### config.mk
export PLATFORM = sky130hd
export DESIGN_NAME = integer_to_ascii_formatter
export DESIGN_NICKNAME = d
export VERILOG_FILES = /design/src/rtl/i2a_pkg.sv /design/src/rtl/i2a_digits.sv /design/src/rtl/i2a_emit.sv /design/src/rtl/integer_to_ascii_formatter.sv
export VERILOG_INCLUDE_DIRS = /design/src /design/src/rtl
export SDC_FILE = /design/constraint.sdc
export NUM_CORES = 1
export LEC_CHECK = 0
export ABC_AREA = 0
export ABC_CLOCK_PERIOD_IN_PS = 6380
export BUFFER_PORTS_ARGS = -buffer_cell sky130_fd_sc_hd__buf_2
export CORE_MARGIN = 1
export CORE_UTILIZATION = 40
export DETAILED_ROUTE_END_ITERATION = 8
export PLACE_DENSITY = 0.69
export SLEW_MARGIN = 10
export SYNTH_ARGS = -nofsm -noshare
export SYNTH_HDL_FRONTEND = slang
export SYNTH_SLANG_ARGS = --single-unit
### constraint.sdc
create_clock -name clk -period 6.38 [get_ports clk]
set_clock_uncertainty 0.15 [all_clocks]
set_input_delay 0.638 -clock clk [delete_from_list [all_inputs] [get_ports clk]]
set_output_delay 0.638 -clock clk [all_outputs]
set_load 0.03 [all_outputs]
### src/rtl/integer_to_ascii_formatter_defines.svh
// assertion macros for the formatter top level
`ifndef INTEGER_TO_ASCII_FORMATTER_DEFINES_SVH
`define INTEGER_TO_ASCII_FORMATTER_DEFINES_SVH

// same-cycle implication, checked out of reset
`define I2A_ASSERT_IMP(label, clk, rst_n, ante, cons, msg) \
	label: assert property (@(posedge clk) disable iff (!rst_n) (ante) |-> (cons)) \
		else $error(msg);

// next-cycle implication, checked out of reset
`define I2A_ASSERT_NEXT(label, clk, rst_n, ante, cons, msg) \
	label: assert property (@(posedge clk) disable iff (!rst_n) (ante) |=> (cons)) \
		else $error(msg);

`endif

### src/rtl/i2a_pkg.sv
`default_nettype none

package i2a_pkg;

	// raw argument width
	localparam int VALUE_W = 64;

	// character counter width, covers the largest supported field width
	localparam int CNT_W = 7;
	// digit count width, covers the largest supported digit store
	localparam int ND_W = 6;

	// conversion kinds
	localparam logic [2:0] T_SDEC = 3'd0;
	localparam logic [2:0] T_UDEC = 3'd1;
	localparam logic [2:0] T_OCT  = 3'd2;
	localparam logic [2:0] T_HEXL = 3'd3;
	localparam logic [2:0] T_HEXU = 3'd4;
	localparam logic [2:0] T_PTR  = 3'd5;

	// argument sizes
	localparam logic [1:0] SZ_32 = 2'd0;
	localparam logic [1:0] SZ_8  = 2'd1;
	localparam logic [1:0] SZ_16 = 2'd2;
	localparam logic [1:0] SZ_64 = 2'd3;

	// flag bit positions
	localparam int FLAG_PLUS = 0;
	localparam int FLAG_ALT  = 1;
	localparam int FLAG_ZERO = 2;

	// characters
	localparam logic [7:0] CH_SPACE = 8'h20;
	localparam logic [7:0] CH_ZERO  = 8'h30;
	localparam logic [7:0] CH_MINUS = 8'h2d;
	localparam logic [7:0] CH_PLUS  = 8'h2b;
	localparam logic [7:0] CH_X_LO  = 8'h78;
	localparam logic [7:0] CH_X_UP  = 8'h58;

	// length of the null pointer text
	localparam logic [CNT_W-1:0] NIL_LEN = 7'd5;

	typedef enum logic [1:0] {
		RADIX_DEC,
		RADIX_OCT,
		RADIX_HEX
	} radix_t;

	// character layout of one conversion
	typedef struct packed {
		logic             nil;
		logic             has_sign;
		logic [7:0]       sign_ch;
		logic [1:0]       pre_len;
		logic [7:0]       pre1_ch;
		logic             upper;
		logic [CNT_W-1:0] pad_sp;
		logic [CNT_W-1:0] pad_z;
		logic [CNT_W-1:0] zeros;
		logic [CNT_W-1:0] total;
		logic [ND_W-1:0]  nd;
	} plan_t;

	// digit value to its character
	function automatic logic [7:0] digit_char(input logic [3:0] d, input logic upper);
		logic [7:0] ch;
		if (d < 4'd10) begin
			ch = {4'h3, d};
		end else if (upper) begin
			ch = 8'(8'h41 + {4'h0, d} - 8'd10);
		end else begin
			ch = 8'(8'h61 + {4'h0, d} - 8'd10);
		end
		return ch;
	endfunction

	// null pointer text by position
	function automatic logic [7:0] nil_char(input logic [2:0] k);
		logic [7:0] ch;
		case (k)
			3'd0: ch = 8'h28;
			3'd1: ch = 8'h6e;
			3'd2: ch = 8'h69;
			3'd3: ch = 8'h6c;
			default: ch = 8'h29;
		endcase
		return ch;
	endfunction

endpackage

`default_nettype wire

### src/rtl/i2a_digits.sv
`default_nettype none

module i2a_digits #(
	parameter int DIGIT_SLOTS = 24
) (
	input  wire logic                           clk,
	input  wire logic                           arst_n,
	input  wire logic                           start,
	input  wire i2a_pkg::radix_t                radix,
	input  wire logic [i2a_pkg::VALUE_W-1:0]    mag,
	input  wire logic [$clog2(DIGIT_SLOTS)-1:0] rd_idx,
	output logic [3:0]                          rd_digit,
	output logic                                done,
	output logic [$clog2(DIGIT_SLOTS+1)-1:0]    nd
);

	localparam int NDW    = $clog2(DIGIT_SLOTS + 1);
	localparam int STEPS  = i2a_pkg::VALUE_W / 2;
	localparam int STEP_W = $clog2(STEPS);

	typedef enum logic [1:0] {
		D_IDLE,
		D_DABBLE,
		D_COUNT
	} dstate_t;

	dstate_t                     state_q;
	logic [STEP_W-1:0]           step_q;
	logic [i2a_pkg::VALUE_W-1:0] bin_q;
	logic                        done_q;
	logic [NDW-1:0]              nd_q;
	logic [3:0]                  lane_q [DIGIT_SLOTS];

	logic [3:0]                  dab_lane [DIGIT_SLOTS];
	logic [3:0]                  ld_lane [DIGIT_SLOTS];
	logic [NDW-1:0]              enc;

	// shift-and-adjust unit, two binary bits per pass
	always_comb begin
		logic [i2a_pkg::VALUE_W-1:0] b;
		b = bin_q;
		for (int i = 0; i < DIGIT_SLOTS; i++) begin
			dab_lane[i] = lane_q[i];
		end
		for (int s = 0; s < 2; s++) begin
			for (int i = 0; i < DIGIT_SLOTS; i++) begin
				if (dab_lane[i] >= 4'd5) begin
					dab_lane[i] = 4'(dab_lane[i] + 4'd3);
				end
			end
			for (int i = DIGIT_SLOTS - 1; i > 0; i--) begin
				dab_lane[i] = {dab_lane[i][2:0], dab_lane[i-1][3]};
			end
			dab_lane[0] = {dab_lane[0][2:0], b[i2a_pkg::VALUE_W-1]};
			b = b << 1;
		end
	end

	// octal and hex digits are plain bit fields of the magnitude
	always_comb begin
		for (int i = 0; i < DIGIT_SLOTS; i++) begin
			if (radix == i2a_pkg::RADIX_HEX) begin
				ld_lane[i] = 4'(mag >> (4 * i));
			end else begin
				ld_lane[i] = {1'b0, 3'(mag >> (3 * i))};
			end
		end
	end

	// digit count from the highest nonzero lane, at least one
	always_comb begin
		enc = NDW'(1);
		for (int i = 1; i < DIGIT_SLOTS; i++) begin
			if (lane_q[i] != 4'd0) begin
				enc = NDW'(i + 1);
			end
		end
	end

	// digit store
	always_ff @(posedge clk) begin
		if (start) begin
			for (int i = 0; i < DIGIT_SLOTS; i++) begin
				lane_q[i] <= (radix == i2a_pkg::RADIX_DEC) ? 4'd0 : ld_lane[i];
			end
		end else if (state_q == D_DABBLE) begin
			for (int i = 0; i < DIGIT_SLOTS; i++) begin
				lane_q[i] <= dab_lane[i];
			end
		end
	end

	// sequencer
	always_ff @(posedge clk or negedge arst_n) begin
		if (!arst_n) begin
			state_q <= D_IDLE;
			step_q  <= '0;
			bin_q   <= '0;
			done_q  <= 1'b0;
			nd_q    <= '0;
		end else begin
			done_q <= 1'b0;
			case (state_q)
				D_IDLE: begin
					if (start) begin
						bin_q   <= mag;
						step_q  <= '0;
						state_q <= (radix == i2a_pkg::RADIX_DEC) ? D_DABBLE : D_COUNT;
					end
				end
				D_DABBLE: begin
					bin_q  <= bin_q << 2;
					step_q <= step_q + 1'b1;
					if (step_q == STEP_W'(STEPS - 1)) begin
						state_q <= D_COUNT;
					end
				end
				D_COUNT: begin
					nd_q    <= enc;
					done_q  <= 1'b1;
					state_q <= D_IDLE;
				end
				default: begin
					state_q <= D_IDLE;
				end
			endcase
		end
	end

	assign rd_digit = lane_q[rd_idx];
	assign done     = done_q;
	assign nd       = nd_q;

endmodule

`default_nettype wire

### src/rtl/i2a_emit.sv
`default_nettype none

module i2a_emit #(
	parameter int DIGIT_SLOTS = 24
) (
	input  wire logic                           clk,
	input  wire logic                           arst_n,
	input  wire logic                           start,
	input  wire i2a_pkg::plan_t                 plan,
	output logic [$clog2(DIGIT_SLOTS)-1:0]      rd_idx,
	input  wire logic [3:0]                     rd_digit,
	output logic                                busy,
	output logic                                m_tvalid,
	input  wire logic                           m_tready,
	output logic [7:0]                          m_tdata,
	output logic                                m_tlast
);

	localparam int IDX_W = $clog2(DIGIT_SLOTS);
	localparam int CW    = i2a_pkg::CNT_W;

	typedef enum logic [3:0] {
		P_IDLE,
		P_SPACE,
		P_SIGN,
		P_PRE0,
		P_PRE1,
		P_ZPAD,
		P_ZEROS,
		P_DIGITS,
		P_NIL
	} phase_t;

	phase_t         phase_q;
	logic [CW-1:0]  cnt_q;
	logic [CW-1:0]  rem_q;
	logic [IDX_W-1:0] idx_q;
	i2a_pkg::plan_t plan_q;
	logic           out_valid_q;
	logic [7:0]     out_char_q;
	logic           out_last_q;

	logic           can_load;
	logic           ld_char;
	logic [7:0]     cur_char;
	phase_t         next_phase;
	logic [CW-1:0]  next_cnt;

	assign can_load = !out_valid_q || m_tready;

	// a character moves into the output register this cycle
	assign ld_char = !start && (phase_q != P_IDLE) && (cnt_q != '0) && can_load;

	// character of the current segment
	always_comb begin
		case (phase_q)
			P_SPACE:  cur_char = i2a_pkg::CH_SPACE;
			P_SIGN:   cur_char = plan_q.sign_ch;
			P_PRE0:   cur_char = i2a_pkg::CH_ZERO;
			P_PRE1:   cur_char = plan_q.pre1_ch;
			P_ZPAD:   cur_char = i2a_pkg::CH_ZERO;
			P_ZEROS:  cur_char = i2a_pkg::CH_ZERO;
			P_DIGITS: cur_char = i2a_pkg::digit_char(rd_digit, plan_q.upper);
			P_NIL:    cur_char = i2a_pkg::nil_char(3'(i2a_pkg::NIL_LEN - cnt_q));
			default:  cur_char = i2a_pkg::CH_SPACE;
		endcase
	end

	// segment order: spaces, sign, prefix, zero pad, precision zeros, digits; a null pointer has spaces, then its text
	always_comb begin
		case (phase_q)
			P_SPACE: begin
				next_phase = plan_q.nil ? P_NIL : P_SIGN;
				next_cnt   = plan_q.nil ? i2a_pkg::NIL_LEN : CW'(plan_q.has_sign);
			end
			P_SIGN: begin
				next_phase = P_PRE0;
				next_cnt   = CW'(plan_q.pre_len != 2'd0);
			end
			P_PRE0: begin
				next_phase = P_PRE1;
				next_cnt   = CW'(plan_q.pre_len == 2'd2);
			end
			P_PRE1: begin
				next_phase = P_ZPAD;
				next_cnt   = plan_q.pad_z;
			end
			P_ZPAD: begin
				next_phase = P_ZEROS;
				next_cnt   = plan_q.zeros;
			end
			P_ZEROS: begin
				next_phase = P_DIGITS;
				next_cnt   = CW'(plan_q.nd);
			end
			default: begin
				next_phase = P_IDLE;
				next_cnt   = '0;
			end
		endcase
	end

	// sequencer and output register
	always_ff @(posedge clk or negedge arst_n) begin
		if (!arst_n) begin
			phase_q     <= P_IDLE;
			cnt_q       <= '0;
			rem_q       <= '0;
			idx_q       <= '0;
			plan_q      <= '0;
			out_valid_q <= 1'b0;
			out_char_q  <= '0;
			out_last_q  <= 1'b0;
		end else begin
			if (out_valid_q && m_tready && !ld_char) begin
				out_valid_q <= 1'b0;
			end
			if (start) begin
				plan_q  <= plan;
				phase_q <= P_SPACE;
				cnt_q   <= plan.pad_sp;
				rem_q   <= plan.total;
			end else if (phase_q != P_IDLE) begin
				if (cnt_q == '0) begin
					phase_q <= next_phase;
					cnt_q   <= next_cnt;
					if (next_phase == P_DIGITS) begin
						idx_q <= IDX_W'(plan_q.nd - 1'b1);
					end
				end else if (can_load) begin
					out_valid_q <= 1'b1;
					out_char_q  <= cur_char;
					out_last_q  <= (rem_q == CW'(1));
					cnt_q       <= cnt_q - 1'b1;
					rem_q       <= rem_q - 1'b1;
					idx_q       <= idx_q - 1'b1;
					if (rem_q == CW'(1)) begin
						phase_q <= P_IDLE;
					end
				end
			end
		end
	end

	assign rd_idx   = idx_q;
	assign busy     = (phase_q != P_IDLE);
	assign m_tvalid = out_valid_q;
	assign m_tdata  = out_char_q;
	assign m_tlast  = out_last_q;

endmodule

`default_nettype wire

### src/rtl/integer_to_ascii_formatter.sv
// channel  dir  signals                          contents
// s_       in   tvalid tready tdata[79:0]        one conversion request
//                                 tuser[4:0]
// m_       out  tvalid tready tdata[7:0] tlast   one character, tlast on the final one
//
// a request is taken only while the block is idle; then the digit unit runs:
// 32 shift-and-adjust passes for decimal, a single load for octal, hex and pointer.
// the emitter starts once the digit unit is done and the layout is captured, then sends
// one character per cycle while m_tready is high, pausing at each segment change.
// arst_n clears all control; a stalled m_ channel holds the output register and
// the emitter waits, the last character may still wait when the next request is taken.
`default_nettype none

`include "integer_to_ascii_formatter_defines.svh"

module integer_to_ascii_formatter #(
	parameter int DIGIT_SLOTS = 24,
	parameter int MAX_WIDTH   = 60
) (
	input  wire logic        clk,
	input  wire logic        arst_n,
	input  wire logic        s_tvalid,
	output logic             s_tready,
	// value[63:0], flag_bits[66:64], min_width[72:67], min_digits[78:73], zero[79]
	input  wire logic [79:0] s_tdata,
	// req_type[2:0], size_sel[4:3]
	input  wire logic [4:0]  s_tuser,
	output logic             m_tvalid,
	input  wire logic        m_tready,
	// out_char[7:0]
	output logic [7:0]       m_tdata,
	output logic             m_tlast
);

	localparam int CW    = i2a_pkg::CNT_W;
	localparam int VW    = i2a_pkg::VALUE_W;
	localparam int IDX_W = $clog2(DIGIT_SLOTS);
	localparam int NDW   = $clog2(DIGIT_SLOTS + 1);
	localparam logic [CW-1:0] WIDTH_CAP = CW'(MAX_WIDTH);
	localparam logic [CW-1:0] PREC_CAP  = CW'(MAX_WIDTH - 2);

	typedef enum logic [1:0] {
		S_IDLE,
		S_CONV,
		S_PLAN,
		S_EMIT
	} state_t;

	state_t          state_q;
	logic            start_q;
	logic [2:0]      type_q;
	logic [2:0]      flags_q;
	logic [CW-1:0]   width_q;
	logic [CW-1:0]   prec_q;
	logic [VW-1:0]   mag_q;
	logic            neg_q;

	logic [2:0]      req_type;
	logic [1:0]      size_sel;
	logic [VW-1:0]   value;
	logic [2:0]      flag_bits;
	logic [5:0]      min_width;
	logic [5:0]      min_digits;
	logic            s_xfer;

	logic [VW-1:0]   masked;
	logic [VW-1:0]   sext;
	logic            sbit;
	logic            neg_in;
	logic [VW-1:0]   mag_in;
	logic [CW-1:0]   w_in;
	logic [CW-1:0]   p_in;

	i2a_pkg::radix_t radix;
	logic            dig_done;
	logic [NDW-1:0]  dig_nd;
	logic [IDX_W-1:0] rd_idx;
	logic [3:0]      rd_digit;

	i2a_pkg::plan_t  plan;
	logic            emit_start;
	logic            emit_busy;

	// request fields
	assign req_type   = s_tuser[2:0];
	assign size_sel   = s_tuser[4:3];
	assign value      = s_tdata[63:0];
	assign flag_bits  = s_tdata[66:64];
	assign min_width  = s_tdata[72:67];
	assign min_digits = s_tdata[78:73];

	assign s_tready = (state_q == S_IDLE);
	assign s_xfer   = s_tvalid && s_tready;

	// size truncation, sign extension and magnitude
	always_comb begin
		case (size_sel)
			i2a_pkg::SZ_8: begin
				masked = {56'b0, value[7:0]};
				sext   = {{56{value[7]}}, value[7:0]};
				sbit   = value[7];
			end
			i2a_pkg::SZ_16: begin
				masked = {48'b0, value[15:0]};
				sext   = {{48{value[15]}}, value[15:0]};
				sbit   = value[15];
			end
			i2a_pkg::SZ_32: begin
				masked = {32'b0, value[31:0]};
				sext   = {{32{value[31]}}, value[31:0]};
				sbit   = value[31];
			end
			default: begin
				masked = value;
				sext   = value;
				sbit   = value[63];
			end
		endcase
		neg_in = (req_type == i2a_pkg::T_SDEC) && sbit;
		if (req_type == i2a_pkg::T_PTR) begin
			mag_in = value;
		end else if (neg_in) begin
			mag_in = VW'(~sext + 64'd1);
		end else begin
			mag_in = masked;
		end
		w_in = (CW'(min_width) > WIDTH_CAP) ? WIDTH_CAP : CW'(min_width);
		p_in = (CW'(min_digits) > PREC_CAP) ? PREC_CAP : CW'(min_digits);
	end

	// digit base of the current request
	always_comb begin
		case (type_q)
			i2a_pkg::T_SDEC: radix = i2a_pkg::RADIX_DEC;
			i2a_pkg::T_UDEC: radix = i2a_pkg::RADIX_DEC;
			i2a_pkg::T_OCT:  radix = i2a_pkg::RADIX_OCT;
			default:         radix = i2a_pkg::RADIX_HEX;
		endcase
	end

	// layout: sign, prefix, precision zeros and padding
	always_comb begin
		logic [CW-1:0] nd_c;
		logic [CW-1:0] lead;
		logic [CW-1:0] body;
		logic [CW-1:0] pad;
		logic          mag_nz;
		logic          zpad;
		nd_c   = CW'(dig_nd);
		mag_nz = |mag_q;
		zpad   = flags_q[i2a_pkg::FLAG_ZERO] && (prec_q == '0);

		plan          = '0;
		plan.nd       = i2a_pkg::ND_W'(dig_nd);
		plan.upper    = (type_q == i2a_pkg::T_HEXU);
		plan.zeros    = (prec_q > nd_c) ? CW'(prec_q - nd_c) : '0;
		plan.has_sign = neg_q || ((type_q == i2a_pkg::T_SDEC) && flags_q[i2a_pkg::FLAG_PLUS]);
		plan.sign_ch  = neg_q ? i2a_pkg::CH_MINUS : i2a_pkg::CH_PLUS;
		plan.pre1_ch  = i2a_pkg::CH_X_LO;
		plan.pre_len  = 2'd0;
		if (type_q == i2a_pkg::T_PTR) begin
			plan.pre_len = 2'd2;
		end else if (flags_q[i2a_pkg::FLAG_ALT]) begin
			if (type_q == i2a_pkg::T_OCT) begin
				plan.pre_len = (plan.zeros == '0 && mag_nz) ? 2'd1 : 2'd0;
			end else if ((type_q == i2a_pkg::T_HEXL || type_q == i2a_pkg::T_HEXU) && mag_nz) begin
				plan.pre_len = 2'd2;
				plan.pre1_ch = (type_q == i2a_pkg::T_HEXU) ? i2a_pkg::CH_X_UP : i2a_pkg::CH_X_LO;
			end
		end
		lead = CW'(plan.has_sign) + CW'(plan.pre_len);
		body = CW'(lead + plan.zeros + nd_c);

		plan.nil = (type_q == i2a_pkg::T_PTR) && !mag_nz;
		if (plan.nil) begin
			pad         = (width_q > i2a_pkg::NIL_LEN) ? CW'(width_q - i2a_pkg::NIL_LEN) : '0;
			plan.pad_sp = pad;
			plan.pad_z  = '0;
			plan.total  = CW'(pad + i2a_pkg::NIL_LEN);
		end else begin
			pad         = (width_q > body) ? CW'(width_q - body) : '0;
			plan.pad_sp = zpad ? '0 : pad;
			plan.pad_z  = zpad ? pad : '0;
			plan.total  = CW'(pad + body);
		end
	end

	assign emit_start = (state_q == S_PLAN);

	// request sequencer
	always_ff @(posedge clk or negedge arst_n) begin
		if (!arst_n) begin
			state_q <= S_IDLE;
			start_q <= 1'b0;
			type_q  <= '0;
			flags_q <= '0;
			width_q <= '0;
			prec_q  <= '0;
			mag_q   <= '0;
			neg_q   <= 1'b0;
		end else begin
			start_q <= 1'b0;
			case (state_q)
				S_IDLE: begin
					if (s_xfer && req_type <= i2a_pkg::T_PTR) begin
						type_q  <= req_type;
						flags_q <= flag_bits;
						width_q <= w_in;
						prec_q  <= p_in;
						mag_q   <= mag_in;
						neg_q   <= neg_in;
						start_q <= 1'b1;
						state_q <= S_CONV;
					end
				end
				S_CONV: begin
					if (dig_done) begin
						state_q <= S_PLAN;
					end
				end
				S_PLAN: begin
					state_q <= S_EMIT;
				end
				S_EMIT: begin
					if (!emit_busy) begin
						state_q <= S_IDLE;
					end
				end
				default: begin
					state_q <= S_IDLE;
				end
			endcase
		end
	end

	i2a_digits #(
		.DIGIT_SLOTS(DIGIT_SLOTS)
	) u_digits (
		.clk      (clk),
		.arst_n   (arst_n),
		.start    (start_q),
		.radix    (radix),
		.mag      (mag_q),
		.rd_idx   (rd_idx),
		.rd_digit (rd_digit),
		.done     (dig_done),
		.nd       (dig_nd)
	);

	i2a_emit #(
		.DIGIT_SLOTS(DIGIT_SLOTS)
	) u_emit (
		.clk      (clk),
		.arst_n   (arst_n),
		.start    (emit_start),
		.plan     (plan),
		.rd_idx   (rd_idx),
		.rd_digit (rd_digit),
		.busy     (emit_busy),
		.m_tvalid (m_tvalid),
		.m_tready (m_tready),
		.m_tdata  (m_tdata),
		.m_tlast  (m_tlast)
	);

	// checks
	`I2A_ASSERT_IMP(a_ready_idle, clk, arst_n, s_tready, !emit_busy, "ready while characters pending")
	`I2A_ASSERT_IMP(a_done_conv, clk, arst_n, dig_done, state_q == S_CONV, "digit unit done out of turn")
	`I2A_ASSERT_NEXT(a_start_busy, clk, arst_n, emit_start, emit_busy, "emitter did not start")

endmodule

`default_nettype wire
# Word level (Yosys, flattened, before mapping)
# Memories as Yosys holds them, arrays and structs flattened.
# Cells that the tools add are included.
# word_totals
regBits	238
mem_bits_rw	96
in_bits	89
elab_cells	501
n_memories	1
# memory_table
memory	depth	word_bits	rd	rd_clocked_by_memory_dff	write_ports	line_no	source
u_digits.lane_q	24	4	25	0	24	i2a_digits.sv:32	logic [3:0] lane_q [DIGIT_SLOTS];
# classes
addsub	67
n_lt_le_gt_ge	55
n_eq_ne	36
n_mux	212
bitwise_logic	27
n_reduce_logical	74
# op_table
op	count
$mux W4	116
$pmux W64 S3	2
$ge A4 B3 Y1 const B	48
$mux W64	3
$add A4 B2 Y4 const B	46
$pmux W64 S2	1
$mux W7	14
$reduce_bool A4 Y1	24
$mux W5	13
$add A64 B1 Y64 const B	1
$not A64 Y64	1
$reduce_or A64 Y1	1
$mux W3	18
$pmux W7 S6	1
$pmux W8 S5	1
$mux W8	4
$pmux W7 S4	1
$or A1 B1 Y1	24
$pmux W4 S6	1
$logic_not A7 Y1	3
$eq A4 B3 Y1 const B	5
$mux W10	2
$mux W2	10
$mux W6	3
53 further kinds	128

# Depth between registers and ports, before layout
# Gate-level depths: netlist (run 1).
# An unclocked memory read counts as a cell.
# depth
ltp_word	25
depth_mapped	34
ltp_nobuf	33

# By module
# A second synthesis (run 1) with hierarchy kept.
# hier_totals
cells_unflattened	2927
hier_area_um2	25689.6
# by_module_without_submodules
mod	n_inst	cells_per_inst	area_per_inst_um2	seq_area_each_um2
i2a_digits	1	1496	13879.6	4809.6
integer_to_ascii_formatter	1	1045	7752.4	2152.1
i2a_emit	1	386	4057.6	1851.8

# Worst setup path after synthesis (run 1)
# No wires, ideal clock.
# synth_path
path_type	register -> register
from	reg prec_q[0]
to	reg u_emit.rem_q[6]
setup_ps	141
t_arrival_ps	6277
required_ps	6089
slack_ps	-188
stages_incl_launch_ff	31
path_buffers	1
period_less_slack_ps	6568
cell_sequence	dfrtp_1 -> inv_1 -> ha_1 -> inv_1 -> fa_1 -> a21o_1 -> a21oi_1 -> xnor2_1 -> o41a_1 -> nor4_1 -> fa_1 -> ha_1 -> inv_1 -> fa_1 -> ha_1 -> nor2b_1 -> o21ai_0 -> a21oi_1 -> o31a_1 -> o2bb2a_1 -> clkbuf_1 -> nor2b_1 -> ha_1 -> fa_1 -> a21oi_1 -> nor2_1 -> nor2_1 -> o21bai_1 -> a21oi_1 -> xnor2_1 -> a31oi_1
# synth_rtl
item	line_no	source
start, declared	integer_to_ascii_formatter.sv:54	logic [CW-1:0] prec_q;
start signal, assigned	integer_to_ascii_formatter.sv:209	prec_q <= p_in;
end signal, assigned	i2a_emit.sv:122	rem_q <= plan.total;
end signal, assigned	i2a_emit.sv:135	rem_q <= rem_q - 1'b1;
end, declared	i2a_emit.sv:36	logic [CW-1:0] rem_q;

==> results of run 1 <==
## per-stage QoR
step	cell area (um^2)	util
after detailed placement	26100	0.440
after global placement	26100	0.440
final	27700	0.466
after floorplan	24200	-
after global routing	27700	0.466
after CTS	27400	0.462
## kinds of logic after synthesis
kind of cell / Yosys count / share of synthesized area
simple gates: 885 / 0.181
compound gates: 810 / 0.205
flops: 319 / 0.350
buf+inv: 285 / 0.0461
mux: 212 / 0.105
fa+ha+maj: 151 / 0.0799
xor+xnor: 91 / 0.0330
other cells: 1 / 0.000155
## critical path: cells and delay by family (launching register included)
| kind | cells | cell delay, ps |
|---|---|---|
| AOI/OAI and AO/OA | 11 | 2140 |
| and+or+nand+nor | 5 | 620 |
| buffers and inverters | 3 | 180 |
| xor gates and xnor gates | 2 | 230 |
| adders and majority gates | 8 | 2390 |
| DFF | 1 | 390 |
## state kept, by name, indices dropped and copies added (netlist names), 2 cells and up
register / count
prec_q: 6
mag_q: 64
state_q: 2
u_digits.bin_q: 64
width_q: 6
u_digits.nd: 5
u_emit.rd_idx: 5
u_digits.lane_q: 96
u_digits.state_q: 2
u_emit.plan_q: 28
u_emit.phase_q: 4
type_q: 3
u_emit.cnt_q: 7
u_digits.step_q: 5
u_emit.rem_q: 7
u_emit.m_tdata: 7
flags_q: 3
## per-layer routing
metal	GRT usage	up-vias
met1	0.305	10200
met2	0.369	660
met4	0.0684	0
met5	0	-
li1	-	10300
met3	0.0282	104
## worst min path at each step
stage | start | endpoint | slack (ps) | cells past startpoint
floorplan | arst_n | flags_q[0] | 190 | 0
global route | s_tdata[64] | flags_q[0] | 110 | 3
CTS | s_tdata[66] | flags_q[2] | 90 | 3
detailed placement | flags_q[1] | flags_q[1] | 320 | 2
finish | s_tdata[66] | flags_q[2] | 110 | 3
global placement | u_digits.bin_q[28] | u_digits.bin_q[28] | 310 | 2
## layout by cell type (no fill, tap or decap), types with 38 or more instances in the layout
master     instances
a22oi_1           67
nand2_1          287
o21ai_0          291
ha_1             136
inv_1            143
buf_4            135
nand3_1           38
nor3_1            38
dfrtp_1          223
a31oi_1           50
buf_2             96
a21oi_1          196
xnor2_1           68
mux2_2            58
mux2i_1          127
edfxtp_1          96
nor3b_1           58
nor2_1           207
clkbuf_16         40
nand2b_1          61
## timing repair
action	CTS	global route
setup endpoints to repair	4	5
hold buffers	1	0
resized for setup	9	37
hold endpoints to repair	73	0
buffers inserted	2	7
pin swaps	13	34
## area by class of cell
class | instances | share of cell area
Clock buffer | 53 | 0.0401
Sequential cell | 319 | 0.306
Multi-Input combinational cell | 2150 | 0.537
Clock inverter | 15 | 0.00561
Tap cell | 773 | 0.0350
Inverter | 149 | 0.0202
Timing Repair Buffer | 235 | 0.0561
==> results.py, run 1 <==
metrics = {
    "run_status": {
        "status": "finished clean",
    },
    "routing": {
        "via_count": 21300,
        "drc": 0,
        "met3_length_um": 3690,
        "wl_met2_um": 32500,
        "drtAntennaViolNets": 0,
        "routed_via_density": 5.77,
        "m1WireLength_um": 31200,
        "drt_pass1_iterations": 5,
        "finalWirelength_um": 69300,
        "top_layer": "met4",
        "drt_iter0_markers": 1724,
        "wl_per_cell_um": 18.8,
    },
    "global_routing": {
        "grt_max_degree": 151,
        "grt_pass1_wl_um": 110000,
        "grt_pass1_vias": 20100,
        "antenna_found_initial": 0,
        "grt_usage": 0.224,
        "grt_overflow_total": 0,
    },
    "critical_path": {
        "r2r-end": "u_emit.rem_q[6]",
        "r2r-start": "prec_q[0]",
        "cp-end-kind": "flop",
        "crit_path_end": "u_emit.rem_q[6]",
        "crit_type": "flop to flop",
        "reg2reg_setup_slack_ps": 100,
        "worstSetupStartpointType": "flop",
        "slowest_stage": "o41a_1",
        "crit_arrival_ps": 6530,
        "startpoint": "prec_q[0]",
        "slowest_delay_ps": 470,
        "rr_worst_depth": 29,
        "cp_data_required_time_ps": 6630,
        "cp_max_fo": 3,
    },
    "clock_network": {
        "cts_buffer_depth": 3,
        "clock_latency_ps": 560,
        "htree_levels": 2,
        "clkTransAtPathRegs_ps": 60,
        "cts_inserted_buffers": 38,
        "clock_sinks": 319,
        "cts-root-buf": "clkbuf_16",
        "cts_tree": "built",
    },
    "die": {
        "fp.dieW_um": 248,
        "dieArea_um2": 61400,
        "core-area_um2": 59400,
        "die_y_um": 248,
        "rows": 89,
        "initial_core_util": 0.407,
        "ios": 100,
    },
    "logic_synthesis": {
        "yosysTopAreaCellShare": 0.231,
        "syn-cell-area_um2": 24200,
        "syn_inst": 2754,
        "yosysMostFrequentCell": "o21ai_0",
        "async_reset_ff_frac": 0.699,
        "ys_seq_elements": 319,
        "synth_cell_types": 94,
        "syn-num-nets": 2993,
        "synth_edf_count": 96,
        "ys.flop_type": "dfrtp_1",
        "ys_seq_area_frac": 0.350,
        "yosys-top-cells-area": "dfrtp_1 23%, edfxtp_1 12%, ha_1 7.5%, o21ai_0 6.1%, mux2i_1 5.3%",
        "yosysWarnings": 0,
        "ys_top_cells_by_count": "294 x o21ai_0, 288 x nand2_1, 223 x dfrtp_1, 210 x nor2_1, 203 x a21oi_1",
        "syn_avg_cell_area_um2": 8.78,
        "synth_top_cell_by_area": "dfrtp_1",
    },
    "cells_and_area": {
        "multi_input_area_um2": 14800,
        "fill_cells": 5641,
        "area_growth_pct": 14.4,
        "layout.nets": 3132,
        "drive_above_1_share": 0.155,
        "insertedDiodeCount": 0,
        "stdcell_count": 3694,
        "ff_latch_area_um2": 8460,
    },
    "sta": {
        "finalSetupTns_ps": 0,
        "rsz0062_at_grt": "yes",
        "timing.final.ws_setup_ps": 96.4,
        "fin_crit_ps": 6280,
        "slew_viol_final": 0,
        "timing.final.crit_share": 0.985,
        "setup_viol": 0,
        "worst_slew_pin_slew_ps": 1070,
        "max-slew-margin-rel": 0.287,
        "hold_ws_ps": 114,
        "max_freq_mhz": 159,
        "hold_violations": 0,
    },
    "placement": {
        "gp_congestion": 0.929,
        "numPortBuffers": 97,
        "hpwl_um": 51400,
        "place_inst": 3616,
        "preCtsSetupSlack_ps": -159,
    },
    "run": {
        "cap_viol_max_count": 0,
    },
    "min_path": {
        "hp-class": "primary input to flop",
    },
}
Power of run 1 is not shown: default switching activity piles up to over one toggle a cycle in this logic, so the estimate is an artifact.
==> run 2: changes to the inputs <==
- CTS_BUF_LIST: not set -> sky130_fd_sc_hd__clkbuf_4 sky130_fd_sc_hd__clkbuf_8
==> results.py, run 2 (synthesis gave the netlist of run 1 again) <==
metrics = {
    "global_routing": {
        "grt_max_degree": 151,
        "antenna_found_initial": 0,
        "grt_overflow_total": 0,
        "grt_usage": 0.224,
        "grt_pass1_vias": 20200,
        "grt_pass1_wl_um": 110000,
    },
    "sta": {
        "timing.final.ws_setup_ps": 231,
        "fin_crit_ps": 6150,
        "slew_viol_final": 0,
        "hold_violations": 0,
        "finalSetupTns_ps": 0,
        "worst_slew_pin_slew_ps": 1030,
        "timing.final.crit_share": 0.964,
        "max-slew-margin-rel": 0.313,
        "hold_ws_ps": 54.7,
        "max_freq_mhz": 163,
        "setup_viol": 0,
        "rsz0062_at_grt": "yes",
    },
    "clock_network": {
        "cts-root-buf": "clkbuf_8",
        "htree_levels": 2,
        "cts_inserted_buffers": 58,
        "clock_sinks": 319,
        "clock_latency_ps": 690,
        "cts_tree": "built",
        "clkTransAtPathRegs_ps": 70,
        "cts_buffer_depth": 3,
    },
    "min_path": {
        "hp-start": "s_tdata[75]",
        "hp-class": "primary input to flop",
        "holdPathStages": 2,
        "min_to": "prec_q[2]",
    },
    "die": {
        "rows": 89,
        "fp.dieW_um": 248,
        "ios": 100,
        "die_y_um": 248,
        "initial_core_util": 0.407,
        "dieArea_um2": 61400,
        "core-area_um2": 59400,
    },
    "critical_path": {
        "cp_data_required_time_ps": 6750,
        "reg2reg_setup_slack_ps": 230,
        "rr_worst_depth": 29,
        "slowest_stage": "fa_2",
        "crit_type": "flop to flop",
        "cp_max_fo": 3,
        "cp-end-kind": "flop",
        "r2r-start": "prec_q[0]",
        "r2r-end": "u_emit.rem_q[6]",
        "worstSetupStartpointType": "flop",
        "crit_arrival_ps": 6520,
        "slowest_delay_ps": 470,
    },
    "placement": {
        "gp_congestion": 0.929,
        "place_inst": 3616,
        "hpwl_um": 51400,
        "dpl_cell_area_um2": 26100,
        "preCtsSetupSlack_ps": -159,
        "numPortBuffers": 97,
    },
    "run_status": {
        "status": "finished clean",
    },
    "routing": {
        "drc": 0,
        "via_count": 21500,
        "routed_via_density": 5.74,
        "drt_iter0_markers": 1467,
        "wl_per_cell_um": 18.5,
        "drt_pass1_iterations": 6,
        "finalWirelength_um": 69200,
        "drtAntennaViolNets": 0,
    },
    "run": {
        "cap_viol_max_count": 0,
    },
    "power_and_ir_drop": {
        "cellPowerDensity_nw_per_um2": 680,
        "total_power_mw": 18.8,
        "p_leak_nw": 11.8,
        "vdd_drop_max_mv": 0.512,
    },
    "cells_and_area": {
        "drive_above_1_share": 0.165,
        "final_cell_mix": "291 x o21ai_0, 287 x nand2_1, 223 x dfrtp_1",
        "stdcell_count": 3742,
        "top_regs": "u_digits.lane_q x96, mag_q x64, u_digits.bin_q x64",
        "fill_cells": 5669,
        "fin_area_um2": 27700,
        "layout.nets": 3159,
        "area_growth_pct": 14.4,
        "fin_util": 0.466,
        "regMostFlops": "u_digits.lane_q",
        "final_common_cell": "o21ai_0",
        "largest_reg_flops": 96,
    },
}
run 2: worst max-delay path, delay by kind of cell, from the launching register on:
kind / cells / cell delay (ps)
adder cells (fa/ha/maj): 8 / 2450
AO/OA/AOI/OAI: 11 / 1960
AND/OR/NAND/NOR: 5 / 630
flip-flops: 1 / 380
XOR/XNOR: 2 / 240
buffers and inverters: 3 / 190
run 2: final cells by class:
| cell class | count | area [um^2] | share of cell area |
|---|---|---|---|
| diodes | 1 | 2.50 | 0.0000905 |
| well taps | 773 | 967 | 0.0350 |
| multi-input cells | 2150 | 14800 | 0.535 |
| clock inverters | 27 | 188 | 0.00678 |
| flip-flops and latches | 319 | 8460 | 0.306 |
| clock buffers | 81 | 1050 | 0.0380 |
| repair buffers | 242 | 1630 | 0.0588 |
| inverters | 149 | 559 | 0.0202 |
run 2: metal layers:
metal / global-route usage / up-vias / part of all wire
li1: - / 10400 / -
met1: 0.304 / 10300 / 0.45
met2: 0.365 / 714 / 0.46
met3: 0.0283 / 124 / 0.057
met4: 0.0778 / 0 / 0.033
met5: 0 / - / 0
run 2: what timing repair did:
action / 4_1_cts / 5_1_grt
setup endpoints to repair: 4 / 5
pin swaps: 13 / 17
setup buffers: 2 / 4
resized for setup: 9 / 26
endpoints found under the hold margin: 83 / 0
hold buffers: 11 / 0
run 2: report_power, final:
part	switching [mW]	internal (mW)
Clock	0.942	1.12
Combinational	6.71	5.70
Sequential	0.947	3.39
Total	8.60	10.2
run 2: how the worst max path moves through the flow:
stage / slack (ps) / startpoint / cells past startpoint / to
finish: 230 / prec_q[0] / 29 / u_emit.rem_q[6]
global route: -70 / prec_q[0] / 29 / u_emit.rem_q[6]
CTS: 20 / prec_q[0] / 32 / u_emit.rem_q[4]
detailed placement: -160 / prec_q[0] / 29 / u_emit.rem_q[6]
global placement: -100 / prec_q[0] / 29 / u_emit.rem_q[6]
floorplan: 20 / prec_q[0] / 30 / u_emit.rem_q[6]
(Power assumes the default switching activity.)
